[config.mk]
export PLATFORM = sky130hd
export DESIGN_NAME = chunked_bump_allocator
export DESIGN_NICKNAME = d
export VERILOG_FILES = /design/src/rtl/cba_pkg.sv /design/src/rtl/cba_used_mem.sv /design/src/rtl/cba_search.sv /design/src/rtl/chunked_bump_allocator.sv
export SDC_FILE = /design/constraint.sdc
export NUM_CORES = 1
export LEC_CHECK = 0
export BUFFER_PORTS_ARGS = -buffer_cell sky130_fd_sc_hd__buf_4
export CORE_UTILIZATION = 40
export DETAILED_ROUTE_END_ITERATION = 8
export GPL_ROUTABILITY_DRIVEN = 0
export PLACE_DENSITY = 0.66
export SETUP_SLACK_MARGIN = 0.2
export SKIP_CTS_REPAIR_TIMING = 1
export SLEW_MARGIN = 25
export SYNTH_ARGS = -nofsm -noshare
export SYNTH_HDL_FRONTEND = slang
export SYNTH_SLANG_ARGS = --single-unit
[constraint.sdc]
create_clock -name clk -period 3 [get_ports clk]
set_clock_uncertainty 0.2 [all_clocks]
set_input_delay 0.15 -clock clk [delete_from_list [all_inputs] [get_ports clk]]
set_output_delay 0.15 -clock clk [all_outputs]
set_load 0.005 [all_outputs]
[src/rtl/cba_pkg.sv]
// shared types and constants for the chunked bump allocator
`default_nettype none

package cba_pkg;

	// fixed field widths of the transactions
	localparam int REQ_W = 11;
	localparam int STATUS_W = 2;
	localparam int IDX_OUT_W = 4;
	localparam int OFF_W = 11;

	// status codes
	localparam logic [STATUS_W-1:0] ST_GRANTED = 2'd0;
	localparam logic [STATUS_W-1:0] ST_TOO_LARGE = 2'd1;
	localparam logic [STATUS_W-1:0] ST_NO_CHUNK = 2'd2;

	// one result transaction
	typedef struct packed {
		logic [STATUS_W-1:0] status;
		logic [IDX_OUT_W-1:0] chunk_index;
		logic [OFF_W-1:0] slot_offset;
		logic opened_chunk;
	} res_t;

endpackage

`default_nettype wire

[src/rtl/cba_used_mem.sv]
// used-slot count memory, one write and one registered read port
`default_nettype none

module cba_used_mem #(
	parameter int DEPTH = 16,
	parameter int AW = 4,
	parameter int DW = 11
) (
	input wire logic clk,
	input wire logic rd_en,
	input wire logic [AW-1:0] rd_addr,
	output logic [DW-1:0] rd_data,
	input wire logic wr_en,
	input wire logic [AW-1:0] wr_addr,
	input wire logic [DW-1:0] wr_data
);

	logic [DW-1:0] mem [DEPTH];

	always_ff @(posedge clk) begin
		if (wr_en) begin
			mem[wr_addr] <= wr_data;
		end
	end

	always_ff @(posedge clk) begin
		if (rd_en) begin
			rd_data <= mem[rd_addr];
		end
	end

endmodule

`default_nettype wire

[src/rtl/cba_search.sv]
// newest-to-oldest chunk search and grant sequencer
`default_nettype none

module cba_search
	import cba_pkg::*;
#(
	parameter int CHUNK_SLOTS = 1024,
	parameter int MAX_CHUNKS = 16,
	localparam int IW = (MAX_CHUNKS > 1) ? $clog2(MAX_CHUNKS) : 1,
	localparam int UW = $clog2(CHUNK_SLOTS + 1)
) (
	input wire logic clk,
	input wire logic arst_n,
	input wire logic req_valid,
	output logic req_stall,
	input wire logic [REQ_W-1:0] request_size,
	output logic rd_en,
	output logic [IW-1:0] rd_addr,
	input wire logic [UW-1:0] rd_data,
	output logic wr_en,
	output logic [IW-1:0] wr_addr,
	output logic [UW-1:0] wr_data,
	output logic res_valid,
	input wire logic res_ready,
	output res_t res
);

	localparam int OW = $clog2(MAX_CHUNKS + 1);
	localparam int CW = ((UW > REQ_W) ? UW : REQ_W) + 1;

	localparam logic [1:0] S_IDLE = 2'd0;
	localparam logic [1:0] S_SCAN = 2'd1;
	localparam logic [1:0] S_FIN = 2'd2;

	localparam logic [CW-1:0] LIMIT = CW'(CHUNK_SLOTS);
	localparam logic [OW-1:0] MAX_OPEN = OW'(MAX_CHUNKS);

	logic [1:0] state_q;
	logic [REQ_W-1:0] n_q;
	logic big_q;
	logic hit_q;
	logic [UW-1:0] hit_used_q;
	logic [IW-1:0] idx_q;
	logic [OW-1:0] open_q;

	logic req_fire;
	logic res_fire;
	logic oversize;
	logic fit;
	logic room;
	logic [CW-1:0] used_c;

	assign req_stall = (state_q != S_IDLE);
	assign req_fire = req_valid && !req_stall;
	assign res_valid = (state_q == S_FIN);
	assign res_fire = res_valid && res_ready;

	assign oversize = CW'(request_size) > LIMIT;
	assign used_c = CW'(rd_data);
	assign fit = (used_c <= LIMIT) && ((LIMIT - used_c) >= CW'(n_q));
	assign room = open_q < MAX_OPEN;

	// read the newest chunk on accept, then one older chunk per cycle
	always_comb begin
		rd_en = 1'b0;
		rd_addr = idx_q;
		case (state_q)
			S_IDLE: begin
				rd_en = req_fire && !oversize && (open_q != '0);
				rd_addr = IW'(open_q - OW'(1));
			end
			S_SCAN: begin
				rd_en = !fit && (idx_q != '0);
				rd_addr = idx_q - IW'(1);
			end
			default: begin
				rd_en = 1'b0;
			end
		endcase
	end

	always_comb begin
		res = '0;
		if (big_q) begin
			res.status = ST_TOO_LARGE;
		end else if (hit_q) begin
			res.status = ST_GRANTED;
			res.chunk_index = IDX_OUT_W'(idx_q);
			res.slot_offset = OFF_W'(hit_used_q);
		end else if (room) begin
			res.status = ST_GRANTED;
			res.chunk_index = IDX_OUT_W'(open_q);
			res.opened_chunk = 1'b1;
		end else begin
			res.status = ST_NO_CHUNK;
		end
	end

	// write-back at the end of the item, when the result is taken; no read is issued while the result is pending
	assign wr_en = res_fire && !big_q && (hit_q || room);
	assign wr_addr = hit_q ? idx_q : IW'(open_q);
	assign wr_data = hit_q ? (hit_used_q + UW'(n_q)) : UW'(n_q);

	always_ff @(posedge clk or negedge arst_n) begin
		if (!arst_n) begin
			state_q <= S_IDLE;
			open_q <= '0;
		end else begin
			case (state_q)
				S_IDLE: begin
					if (req_fire) begin
						if (!oversize && (open_q != '0)) begin
							state_q <= S_SCAN;
						end else begin
							state_q <= S_FIN;
						end
					end
				end
				S_SCAN: begin
					if (fit || (idx_q == '0)) begin
						state_q <= S_FIN;
					end
				end
				S_FIN: begin
					if (res_ready) begin
						state_q <= S_IDLE;
						if (!big_q && !hit_q && room) begin
							open_q <= open_q + OW'(1);
						end
					end
				end
				default: begin
					state_q <= S_IDLE;
				end
			endcase
		end
	end

	always_ff @(posedge clk) begin
		case (state_q)
			S_IDLE: begin
				if (req_fire) begin
					n_q <= request_size;
					big_q <= oversize;
					hit_q <= 1'b0;
					idx_q <= IW'(open_q - OW'(1));
				end
			end
			S_SCAN: begin
				if (fit) begin
					hit_q <= 1'b1;
					hit_used_q <= rd_data;
				end else if (idx_q != '0) begin
					idx_q <= idx_q - IW'(1);
				end
			end
			default: begin
			end
		endcase
	end

	a_open_bound: assert property (@(posedge clk) disable iff (!arst_n)
		open_q <= MAX_OPEN)
		else $error("open chunk count above limit");

	a_scan_in_range: assert property (@(posedge clk) disable iff (!arst_n)
		(state_q == S_SCAN) |-> (OW'(idx_q) < open_q))
		else $error("search index outside open chunks");

	a_write_at_end: assert property (@(posedge clk) disable iff (!arst_n)
		wr_en |-> (state_q == S_FIN) && !big_q)
		else $error("memory write outside result cycle");

	a_open_step: assert property (@(posedge clk) disable iff (!arst_n)
		(res_fire && res.opened_chunk) |=> (open_q == $past(open_q) + OW'(1)))
		else $error("opened chunk not counted");

	a_no_read_in_fin: assert property (@(posedge clk) disable iff (!arst_n)
		(state_q == S_FIN) |-> !rd_en)
		else $error("read issued while result pending");

endmodule

`default_nettype wire

[src/rtl/chunked_bump_allocator.sv]
// chunked bump allocator top level with result output register
//
// channel   | handshake               | payload
// ----------+-------------------------+-------------------------------------------------
// request   | req_valid / req_stall   | request_size
// result    | res_valid / res_stall   | status, chunk_index, slot_offset, opened_chunk
//
// after accept, a request reads the used counts of the open chunks newest to oldest,
// 1..MAX_CHUNKS of them, one chunk per cycle, until one fits or the oldest is read;
// oversize requests and requests with no chunk open skip the search and go straight
// to the result state
// reset clears the open-chunk count and control state; the used-count memory is not cleared
// the result register lets the next request enter while a result waits under res_stall
`default_nettype none

module chunked_bump_allocator
	import cba_pkg::*;
#(
	parameter int CHUNK_SLOTS = 1024,
	parameter int MAX_CHUNKS = 16
) (
	input wire logic clk,
	input wire logic arst_n,
	input wire logic req_valid,
	output logic req_stall,
	input wire logic [REQ_W-1:0] request_size,
	output logic res_valid,
	input wire logic res_stall,
	output logic [STATUS_W-1:0] status,
	output logic [IDX_OUT_W-1:0] chunk_index,
	output logic [OFF_W-1:0] slot_offset,
	output logic opened_chunk
);

	localparam int IW = (MAX_CHUNKS > 1) ? $clog2(MAX_CHUNKS) : 1;
	localparam int UW = $clog2(CHUNK_SLOTS + 1);

	// memory port between sequencer and used-count store
	logic rd_en;
	logic [IW-1:0] rd_addr;
	logic [UW-1:0] rd_data;
	logic wr_en;
	logic [IW-1:0] wr_addr;
	logic [UW-1:0] wr_data;

	// finished result from the sequencer
	logic seq_valid;
	logic seq_ready;
	res_t seq_res;

	// output register
	logic out_valid_q;
	res_t out_q;

	cba_used_mem #(
		.DEPTH(MAX_CHUNKS),
		.AW(IW),
		.DW(UW)
	) u_mem (
		.clk(clk),
		.rd_en(rd_en),
		.rd_addr(rd_addr),
		.rd_data(rd_data),
		.wr_en(wr_en),
		.wr_addr(wr_addr),
		.wr_data(wr_data)
	);

	cba_search #(
		.CHUNK_SLOTS(CHUNK_SLOTS),
		.MAX_CHUNKS(MAX_CHUNKS)
	) u_search (
		.clk(clk),
		.arst_n(arst_n),
		.req_valid(req_valid),
		.req_stall(req_stall),
		.request_size(request_size),
		.rd_en(rd_en),
		.rd_addr(rd_addr),
		.rd_data(rd_data),
		.wr_en(wr_en),
		.wr_addr(wr_addr),
		.wr_data(wr_data),
		.res_valid(seq_valid),
		.res_ready(seq_ready),
		.res(seq_res)
	);

	// the register takes a new result when empty or being drained this cycle
	assign seq_ready = !out_valid_q || !res_stall;

	always_ff @(posedge clk or negedge arst_n) begin
		if (!arst_n) begin
			out_valid_q <= 1'b0;
		end else if (seq_ready) begin
			out_valid_q <= seq_valid;
		end
	end

	always_ff @(posedge clk) begin
		if (seq_valid && seq_ready) begin
			out_q <= seq_res;
		end
	end

	assign res_valid = out_valid_q;
	assign status = out_q.status;
	assign chunk_index = out_q.chunk_index;
	assign slot_offset = out_q.slot_offset;
	assign opened_chunk = out_q.opened_chunk;

endmodule

`default_nettype wire
# == After elaboration in Yosys (flattened, before gate mapping) ==
# Memories as Yosys holds them, arrays and structs flattened. A register that Yosys moved wholly into a read port is not among the register bits.
# Cells that the tools add are included.
# totals
ramBits,176
word_cells,89
memories,1
out_inout_bits,20
in_bits,15
regBits,54
# memory_table
memory,words,word_bits,read_ports,rd_ports_with_merged_regs,write_ports,line_no,rtl
u_mem.mem,16,11,1,1,1,cba_used_mem.sv:18,logic [DW-1:0] mem [DEPTH];
# classes
n_lt_le_gt_ge,4
add_sub_neg,5
bitwise,1
n_mux,22
n_reduce_logical,35
eq_ne,8
# op_table
cell,n
2-to-1 mux 4 bit,5
one-hot mux 4 bit (2 select lines),2
greater-or-equal comparator 12 x 11 -> 1 bit,1
subtractor 11 x 11 -> 12 bit (first input constant),1
adder 11 bit,1
greater-than comparator 11 bit (second input constant),1
<= comparator 11 bit (second input constant),1
logical AND 1 bit,11
2-to-1 mux 11 bit,1
2-to-1 mux 2 bit,5
inequality test 2 x 1 -> 1 bit (second input constant),5
AND reduction 3 bit,3
subtractor 4 x 1 -> 4 bit (second input constant),2
zero test 1 bit,7
one-hot mux 2 bit (3 select lines),1
adder 5 x 1 -> 5 bit (second input constant),1
less-than comparator 5 bit (second input constant),1
2-to-1 mux 1 bit,5
2-to-1 mux 5 bit,1
nonzero test 5 bit,1
zero test 4 bit,1
one-hot mux 1 bit (2 select lines),2
AND reduction 2 bit,2
AND reduction 4 bit,1
9 further kinds,13

# == Longest topological paths before layout ==
# Gate-level depths: netlist (run 1).
# logic_depth
ltp_word,7
ltp_mapped,12
mapped_depth_nobuf,12

# == Cells and area by module ==
# Synthesis (run 1) repeated with hierarchy kept, for this count alone.
# unflattened
hier_cells,602
hier_area_um2,10361.2
# by_module_without_submodules
module,cells_per_inst,seq_area_each_um2,area_per_inst_um2,instances
cba_used_mem,305,5615.4,7108.1,1
cba_search,275,1016.0,2665.1,1
chunked_bump_allocator,22,565.5,588.1,1

# == Worst setup path before layout (run 1) ==
# No wires, ideal clock.
# synth_timing
kind,reg2reg
startpoint,"register u_mem.rd_data[4], read port of u_mem.mem"
endpoint,"register u_mem.rd_data[0], read port of u_mem.mem (enable)"
period_less_slack_ns,3.212
setup_time_ns,0.341
t_arrival_ns,2.671
t_required_ns,2.459
stages_incl_launch_ff,11
n_path_buf,0
path_slack_ns,-0.212
cell_sequence,edfxtp_1 -> nor4_1 -> nand2_1 -> or2_1 -> nor4_1 -> xor2_1 -> ha_1 -> a221oi_1 -> o21ai_1 -> a21boi_1 -> a21o_1
# synth_via
elab_chain_cells,6
elab_cells_between_ends,7
classes_between,add/sub (1); order compare (2); mux (1); reduce/logical (3)
# synth_lines
item,line_no,rtl
"start, declared",cba_used_mem.sv:12,"output logic [DW-1:0] rd_data,"
subtractor 11 x 11 -> 12 bit,cba_search.sv:60,assign fit = (used_c <= LIMIT) && ((LIMIT - used_c) >= CW'(n_q));
greater-or-equal comparator 12 x 11 -> 1 bit,cba_search.sv:60,
logical AND 1 bit *,cba_search.sv:60,
zero test 1 bit *,cba_search.sv:73,rd_en = !fit && (idx_q != '0);
logical AND 1 bit *,cba_search.sv:73,
one-hot mux 1 bit (2 select lines) *,cba_search.sv:67,case (state_q)
via rd_en,chunked_bump_allocator.sv:39,logic rd_en;
# Mark *: on every way through the listed nets, which the timed path passes. The rest lies on a longest branch.
# A chain may end at the register's enable or synchronous reset.

# == Final worst setup path (run 1) ==
# layout_timing
startpoint,"register u_mem.rd_data[4], read port of u_mem.mem"
endpoint,"register u_mem.rd_data[10], read port of u_mem.mem (enable)"
# layout_via
elab_chain_cells,6
elab_cells_between_ends,7
classes_between,add/sub (1); order compare (2); mux (1); reduce/logical (3)
# layout_lines
item,line_no
subtractor 11 x 11 -> 12 bit,cba_search.sv:60
greater-or-equal comparator 12 x 11 -> 1 bit,cba_search.sv:60
logical AND 1 bit *,cba_search.sv:60
zero test 1 bit *,cba_search.sv:73
logical AND 1 bit *,cba_search.sv:73
one-hot mux 1 bit (2 select lines) *,cba_search.sv:67
# Mark *: on every way between the ends. The rest lies on a longest branch, timed or not.

==> results of run 1 <==
==> area by class of cell <==
class | count | area, um2 | share of cell area (%)
sequential | 241 | 7200 | 53.4
multi-input combinational | 415 | 3610 | 26.8
timing repair buffer | 137 | 1230 | 9.13
clock buffer | 28 | 679 | 5.04
tap | 335 | 419 | 3.11
clock inverter | 19 | 204 | 1.51
inverter | 29 | 121 | 0.901
timing repair inverter | 1 | 11.3 | 0.0836
==> per-layer routing <==
layer  global-route usage [%]  vias to the layer above  part of all wire, %
li1                         -                     2984                    -
met1                     21.5                     3170                   45
met2                     28.4                      109                   49
met3                     2.73                       36                  3.5
met4                     5.35                        0                  2.5
met5                        0                        -                    0
==> flip-flops by register name, summed over array words and instances (netlist names) <==
register / flops
opened_chunk: 1
slot_offset: 11
u_search.open_q: 5
chunk_index: 4
u_mem.rd_data: 11
u_search.big_q: 1
u_search.idx_q: 4
u_mem.mem: 176
u_search.n_q: 11
res_valid: 1
u_search.hit_q: 1
u_search.hit_used_q: 11
status: 2
u_search.state_q: 2
==> cells by family after synthesis <==
family | synth area share [%]
compound gates | 3.94
xor+xnor | 1.70
mux | 16.0
buf+inv | 2.94
flops | 66.5
fa+ha+maj | 3.19
simple gates | 5.71
==> power by group <==
group          switching, mW  internal [mW]  total [mW]
combinational           4.26           3.68        7.94
clock                   1.30           1.97        3.27
sequential             0.322           4.71        5.04
==> layout by cell type (no fill, tap or decap), types with 3 or more instances in the layout <==
cell type	count
a21o_1	3
a21oi_1	19
a21oi_2	4
a31oi_1	4
and2_1	12
buf_12	8
buf_4	109
bufinv_16	4
clkbuf_16	30
clkinv_1	6
clkinv_2	4
clkinvlp_4	6
dfrtp_1	8
dlygate4sd3_1	15
edfxtp_1	233
ha_1	24
inv_1	25
mux2i_1	167
mux2i_2	3
nand2_1	26
nand2b_1	4
nand3_1	6
nor2_1	38
nor3_1	6
nor3_2	4
nor3b_1	4
nor4_1	3
o21ai_0	12
xnor2_1	14
xor2_1	6
==> worst max path at each step <==
stage,start,end,depth (start not counted)
floorplan,u_mem.rd_data[3],u_mem.rd_data[0],10
global placement,u_search.n_q[0],u_mem.mem[3][10],9
detailed placement,u_search.n_q[0],u_mem.mem[1][10],9
CTS,u_search.n_q[0],u_mem.mem[7][10],9
global route,u_mem.rd_data[4],u_mem.rd_data[2],10
finish,u_mem.rd_data[4],u_mem.rd_data[10],10
==> metrics by stage <==
stage / TNS [ps] / hold slack [ps] / instance area [um2]
finish: 0 / 146 / 13500
global route: -1860 / 144 / 13500
CTS: -6510 / -788 / 12900
detailed placement: -5670 / -222 / 12000
global placement: -2580 / -221 / 12000
floorplan: 0 / -346 / 10800
==> flow_summary_export.csv, run 1 <==
group,metric,value,unit
pwr,ir_drop,0.000838,V
cts,cts.sinks,241,
run_status,status,"complete, but fails checks",
yosys,synthCells,712,
sta,tightest_slew,673,ps
cells_and_area,final_util,51.2,%
yosys,synth_area_leaders,"edfxtp_1 (65%), mux2i_1 (16%), ha_1 (3.0%)",
placement,io_buffers,34,
cells_and_area,nFillCells,2186,
global_route,grt_pass1_wl,34800,um
flow_run,max_cap_violations,0,
setup_path,reg2reg_to,"u_mem.rd_data[10]",
yosys,syn_nets,754,
cts,cts_buffers,26,
detailed_routing,drtAntennaViolNets,0,
setup_path,cp-end-kind,"register",
pwr,finalPower,16.2,mW
yosys,yosysMostFrequentCell,"edfxtp_1",
sta,setup_ws,56.9,ps
setup_path,critical_path.cell_chain,"nor4_4 > nand2_1 > or2_4 > nor4_4 > xor2_1 > ha_1 > a221oi_2 > o21ai_2 > a21boi_2 > a21o_2",
sta,finalHoldViolations,0,
die,ios,35,
sta,min_period_over_period,98.1,%
yosys,synth_common_cells,"edfxtp_1 (233), mux2i_1 (172), nor2_1 (39)",
die,die_area,0.0277,mm2
cells_and_area,diodes,0,
detailed_routing,routed_via_density,5.23,
yosys,synth_cell_types,53,
yosys,synth_top_area_cell,"edfxtp_1",
sta,rsz0062_at_grt,"true",
die,die_y,166,um
setup_path,arrival,2980,ps
global_route,track_usage,16.6,%
setup_path,cp-start-kind,"register",
placement,place_hpwl,14900,um
setup_path,reg2reg_depth,10,
detailed_routing,initialDrtViolationCount,398,
setup_path,critical-path-top-delay-family,"simple AND/OR/NAND/NOR gates",
setup_path,crit_path_top_delay_cell,"edfxtp_1",
global_route,grt_pass1_vias,6188,
yosys,synth_edf_count,233,
setup_path,reg2reg_from,"u_mem.rd_data[4]",
yosys,async_reset_ff_share,3.32,%
yosys,syn_area,0.0108,mm2
cts,cts_buffer_depth,3,
run_status,violations,"DRC",
pwr,power_density,1210,mW/mm2
cells_and_area,area_growth,24.5,%
cts,path_clk_slew,60,ps
setup_path,critPathMostFrequentCell,"nor4_4",
yosys,yosysSeqAreaShare,66.5,%
cts,clock_latency,540,ps
sta,period_needed,2940,ps
yosys,yosysWarnings,0,
detailed_routing,drc,3,
detailed_routing,wirelength,24100,um
cts,root_buffer,"clkbuf_16",
sta,setup_viol,0,
setup_path,crit_buf_inv,0,
yosys,ys_ff_latch,241,
detailed_routing,drtPass1Iterations,7,
min_path,holdPathStages,2,
cells_and_area,fin_nets,893,
min_path,hold_end,"u_search.n_q[9]",
pwr,p_leak,5.20,nW
placement,dp.cells,1127,
die,die_x,166,um
setup_path,crit_fanout,5,
cts,htree_levels,1,
sta,slew-limit-headroom,55.0,%
setup_path,r2r_slack,60,ps
cells_and_area,drive_above_1_share,24.3,%
cts,tritoncts,"built",
setup_path,critPathMaxStageDelay,420,ps
min_path,hold_start,"request_size[9]",
placement,pre_cts_slack,-260,ps
global_route,grt_max_degree,45,
setup_path,cp.required,3040,ps
yosys,ys.flop_type,"edfxtp_1",
sta,slew_violations,0,
detailed_routing,wire_per_inst,20.0,um
yosys,synth_top_cell_area_share,64.7,%
die,core,0.0263,mm2
die,initial_utilization,41.2,%
cells_and_area,instances_no_fill,1205,
setup_path,critical_path_class,"reg2reg",
die,rows,59,
global_route,overflow,0,
min_path,hold_class,"in2reg",
sta,fmax,0.340,GHz
detailed_routing,vias,6299,
yosys,avgSynthCellArea,15.2,um2
global_route,antenna_found_initial,0,
No activity file was read; power rests on OpenSTA's default activity.
==> run 2: changes to the inputs <==
- BUFFER_PORTS_ARGS: -buffer_cell sky130_fd_sc_hd__buf_4 -> -buffer_cell sky130_fd_sc_hd__buf_2
==> run 2 against run 1 <==
  * The run still ends with DRC left
  * Combinational power down 0.6%
  * Wire length decreased by 0.76%
  * Total power shrank 1.1%
  * Maximum frequency is 1.8% lower
  * Utilization fell by 0.38 points
  * Global-route usage decreased by 0.31 points
  * Sequential share of layout area up 0.39 points
  * Via count about the same
  * Clock power shrank 4%
  * Critical path type unchanged
  * Largest power group unchanged
==> flow_summary_export.csv, run 2 (synthesis results as in run 1) <==
group,metric,value,unit
run_status,status,"complete, but fails checks",
run_status,violations,"DRC",
die,die_area,0.0277,mm2
detailed_routing,initialDrtViolationCount,380,
cells_and_area,top_register,"u_mem.mem",
placement,dp.cells,1128,
flow_run,max_cap_violations,0,
cts,cts_buffer_depth,3,
sta,min_period_over_period,99.9,%
placement,place_hpwl,14800,um
cells_and_area,final_util,50.9,%
global_route,grtUsageMet2,27.6,%
global_route,grt_pass1_wl,34400,um
cells_and_area,layout_common_cells,"edfxtp_1 (233), mux2i_1 (167), buf_4 (81)",
setup_path,reg2reg_depth,11,
die,initial_utilization,41.2,%
die,die_x,166,um
global_route,overflow,0,
detailed_routing,drtPass1Iterations,7,
pwr,power_density,1200,mW/mm2
setup_path,cp-start-kind,"register",
sta,rsz0062_at_grt,"true",
cts,root_buffer,"clkbuf_16",
placement,io_buffers,34,
die,core,0.0263,mm2
sta,setup_tns,0,ps
die,rows,59,
min_path,hold_class,"in2reg",
detailed_routing,drtAntennaViolNets,0,
cells_and_area,nFillCells,2153,
sta,setup_viol,0,
global_route,grt.met3_usage,2.76,%
global_route,antenna_found_initial,0,
cells_and_area,fin_nets,898,
setup_path,critical_path_class,"reg2reg",
setup_path,crit_fanout,5,
sta,slew-limit-headroom,60.1,%
cts,clock_latency,530,ps
cells_and_area,layout_commonest_cell,"edfxtp_1",
setup_path,arrival,3020,ps
min_path,holdPathStages,2,
setup_path,cp-end-kind,"register",
pwr,ir_drop,0.000737,V
cts,htree_levels,1,
cts,cts_buffers,26,
sta,fmax,0.334,GHz
detailed_routing,drc,3,
sta,slew_violations,0,
cells_and_area,area_growth,23.5,%
placement,pre_cts_slack,-238,ps
global_route,grt.busiest_layer,"met2",
cells_and_area,largest_register_ffs,176,
detailed_routing,routed_via_density,5.21,
sta,period_needed,3000,ps
detailed_routing,wirelength,23900,um
sta,tightest_slew,594,ps
detailed_routing,vias,6294,
die,die_y,166,um
pwr,p_leak,5.19,nW
cts,path_clk_slew,60,ps
global_route,grt_pass1_vias,6182,
cells_and_area,instances_no_fill,1207,
die,ios,35,
detailed_routing,wire_per_inst,19.8,um
sta,setup_ws,4.22,ps
sta,finalHoldViolations,0,
setup_path,cp.required,3030,ps
cells_and_area,drive_above_1_share,23.7,%
cts,tritoncts,"built",
global_route,track_usage,16.3,%
global_route,grtUsageMet1,20.9,%
cts,cts.sinks,241,
global_route,grt_max_degree,45,
cells_and_area,diodes,0,
## run 2: layer usage
| layer | routed length, um | up-vias |
|---|---|---|
| met5 | 0 | - |
| met2 | 11700 | 145 |
| li1 | - | 2989 |
| met3 | 1130 | 45 |
| met1 | 10200 | 3115 |
| met4 | 777 | 0 |
## run 2: area by class of cell
type | instances | area, um2 | area share, %
clock inverter | 9 | 126 | 0.945
timing repair inverter | 1 | 8.76 | 0.0655
timing repair buffer | 142 | 1170 | 8.78
inverter | 29 | 121 | 0.908
multi-input combinational | 415 | 3610 | 27.0
sequential | 241 | 7200 | 53.8
tap | 335 | 419 | 3.14
clock buffer | 35 | 714 | 5.34
## run 2: worst max-delay path, stage by stage, from the launching register on
cell      delay [ps]
edfxtp_1         440
nor4_4           310
buf_4            150
and2_1           140
nand2_1           70
xor2_1           140
ha_1             300
a21o_1           180
a221oi_2         260
o21ai_2          110
a21boi_2         220
a21o_2           190
## run 2: worst paths after layout
check | from | to | slack (ps)
max in group asynchronous | arst_n | res_valid | 1870
setup / recovery | u_mem.rd_data[4] | u_mem.rd_data[5] | 4
setup reg to reg | u_mem.rd_data[4] | u_mem.rd_data[5] | 4
min in group asynchronous | arst_n | u_search.open_q[2] | 420
hold / removal | request_size[9] | u_search.n_q[9] | 160
hold reg to reg | res_valid | res_valid | 340
## run 2: per-stage QoR
step | area (um2) | power, mW | hold WS, ps
2_1_floorplan | 10800 | 9.82 | -346
3_3_place_gp | 11900 | 12.0 | -189
3_5_place_dp | 11900 | 12.1 | -189
4_1_cts | 12700 | 15.2 | -757
5_1_grt | 13400 | 16.8 | 147
6_report | 13400 | 16.1 | 159
## run 2: power by group
part           switching [mW]  internal, mW  total, mW
registers               0.324          4.71       5.04
logic                    4.22          3.67       7.89
clock network            1.23          1.91       3.14
==> run 3: changes to the inputs <==
- CORE_ASPECT_RATIO: default -> 1.4
==> run 3 against run 2 <==
  * Via count fell by 0.99%
  * Total power fell by 3.5%
  * Critical path depth did not move
  * Global-route usage fell by 0.27 points
  * Sequential power barely moved
  * First-iteration DRC count fell by 19%
  * Worst setup slack improved by 6.1 ps
  * The run now ends clean
  * Register-to-register slack barely moved
  * Die area barely moved
  * Worst hold slack improved by 2.2 ps
  * Sequential cell count did not move
  * Non-clock buffer count fell by 7
==> flow_summary_export.csv, run 3 (synthesis results as in run 1) <==
group,metric,value,unit
run_status,status,"completed",
setup_path,crit_path_top_delay_cell,"edfxtp_1",
sta,fin_hold_ws,161,ps
cts,htree_levels,1,
die,rows,70,
cells_and_area,final_area,0.0133,mm2
cts,cts.sinks,241,
pwr,ir_drop,0.000518,V
detailed_routing,met3_length,1010,um
pwr,p_leak,5.13,nW
detailed_routing,drc,0,
cts,cts_buffers,24,
detailed_routing,routed_via_density,5.09,
detailed_routing,drtPass1Iterations,4,
detailed_routing,met1Wirelength,8800,um
die,die_x,141,um
cts,tritoncts,"built",
cts,root_buffer,"clkbuf_16",
setup_path,cp-end-kind,"register",
sta,tightest_slew,789,ps
sta,slew_violations,0,
flow_run,max_cap_violations,0,
cells_and_area,top_register,"u_mem.mem",
sta,period_needed,2990,ps
sta,slew-limit-headroom,46.4,%
setup_path,critPathMaxStageDelay,390,ps
global_route,antenna_found_initial,0,
global_route,overflow,0,
global_route,grt_pass1_vias,6189,
sta,fmax,0.334,GHz
cts,clock_latency,530,ps
setup_path,critical_path.cell_chain,"nor4_2 > buf_4 > and2_4 > nand2_1 > xor2_1 > ha_1 > a21o_1 > a221oi_2 > o21ai_2 > a21boi_2 > a21o_4",
die,ios,35,
placement,io_buffers,34,
detailed_routing,wirelength,22700,um
die,initial_utilization,41.0,%
sta,setup_viol,0,
min_path,hold_class,"in2reg",
setup_path,crit_fanout,6,
cells_and_area,largest_register_ffs,176,
pwr,power_density,1170,mW/mm2
cells_and_area,drive_above_1_share,22.1,%
cts,path_clk_slew,60,ps
setup_path,critical-path-top-delay-family,"compound AO/OA/AOI/OAI gates",
sta,setup_tns,0,ps
detailed_routing,wl_met2,12200,um
cells_and_area,final_util,50.3,%
die,core,0.0264,mm2
cells_and_area,fin_nets,889,
global_route,track_usage,16.0,%
detailed_routing,drtAntennaViolNets,0,
cells_and_area,layout_commonest_cell,"edfxtp_1",
placement,placed_cell_area,0.0119,mm2
global_route,grt_max_degree,30,
cells_and_area,diodes,0,
detailed_routing,top_layer,"met4",
sta,rsz0062_at_grt,"true",
die,die_y,197,um
setup_path,critical_path_class,"reg2reg",
setup_path,crit_buf_inv,1,
cells_and_area,layout_common_cells,"edfxtp_1 (233), mux2i_1 (168), buf_4 (74)",
detailed_routing,vias,6232,
cells_and_area,nFillCells,2224,
global_route,grt_pass1_wl,33600,um
die,die_area,0.0277,mm2
cells_and_area,instances_no_fill,1225,
sta,finalHoldViolations,0,
placement,dp.cells,1155,
cts,cts_buffer_depth,3,
cells_and_area,area_growth,22.5,%
detailed_routing,initialDrtViolationCount,306,
setup_path,arrival,3030,ps
detailed_routing,wire_per_inst,18.6,um
setup_path,cp-start-kind,"register",
placement,place_hpwl,14900,um
setup_path,cp.required,3040,ps
sta,min_period_over_period,99.7,%
[run 3: per-stage QoR]
step                setup slack [ps]  total power, mW
finish                          10.3             15.5
global route                    -127             16.3
CTS                             -225             15.0
detailed placement              -201             11.8
global placement                -158             11.7
floorplan                       10.7             9.82
[run 3: power breakdown]
| group | leakage [nW] | switching (mW) | internal, mW | total (mW) |
|---|---|---|---|---|
| Combinational | 2.50 | 3.98 | 3.32 | 7.29 |
| Sequential | 2.22 | 0.305 | 4.71 | 5.02 |
| Clock | 0.403 | 1.24 | 1.95 | 3.19 |
[run 3: cell type report]
class	count	area, um2	area share [%]
multi-input cells	415	3550	26.8
clock buffers	30	644	4.86
inverters	29	121	0.916
flip-flops and latches	241	7200	54.3
repair buffers	135	1080	8.16
well taps	360	450	3.40
clock inverters	14	194	1.46
repair inverters	1	11.3	0.0850
[run 3: layer usage]
metal	track usage [%]	up-vias
met5	0	-
met4	6.40	0
met3	2.36	47
met2	30.4	158
met1	17.7	3058
li1	-	2969
[run 3: final timing paths]
kind	to	startpoint	cells past startpoint	slack, ps
max in group asynchronous	u_search.state_q[0]	arst_n	3	1900
setup / recovery	u_mem.rd_data[2]	u_mem.rd_data[4]	11	10
hold reg to reg	res_valid	res_valid	2	330
min in group asynchronous	u_search.open_q[4]	arst_n	3	410
hold / removal	u_search.n_q[7]	request_size[7]	2	160
setup reg to reg	u_mem.rd_data[2]	u_mem.rd_data[4]	11	10
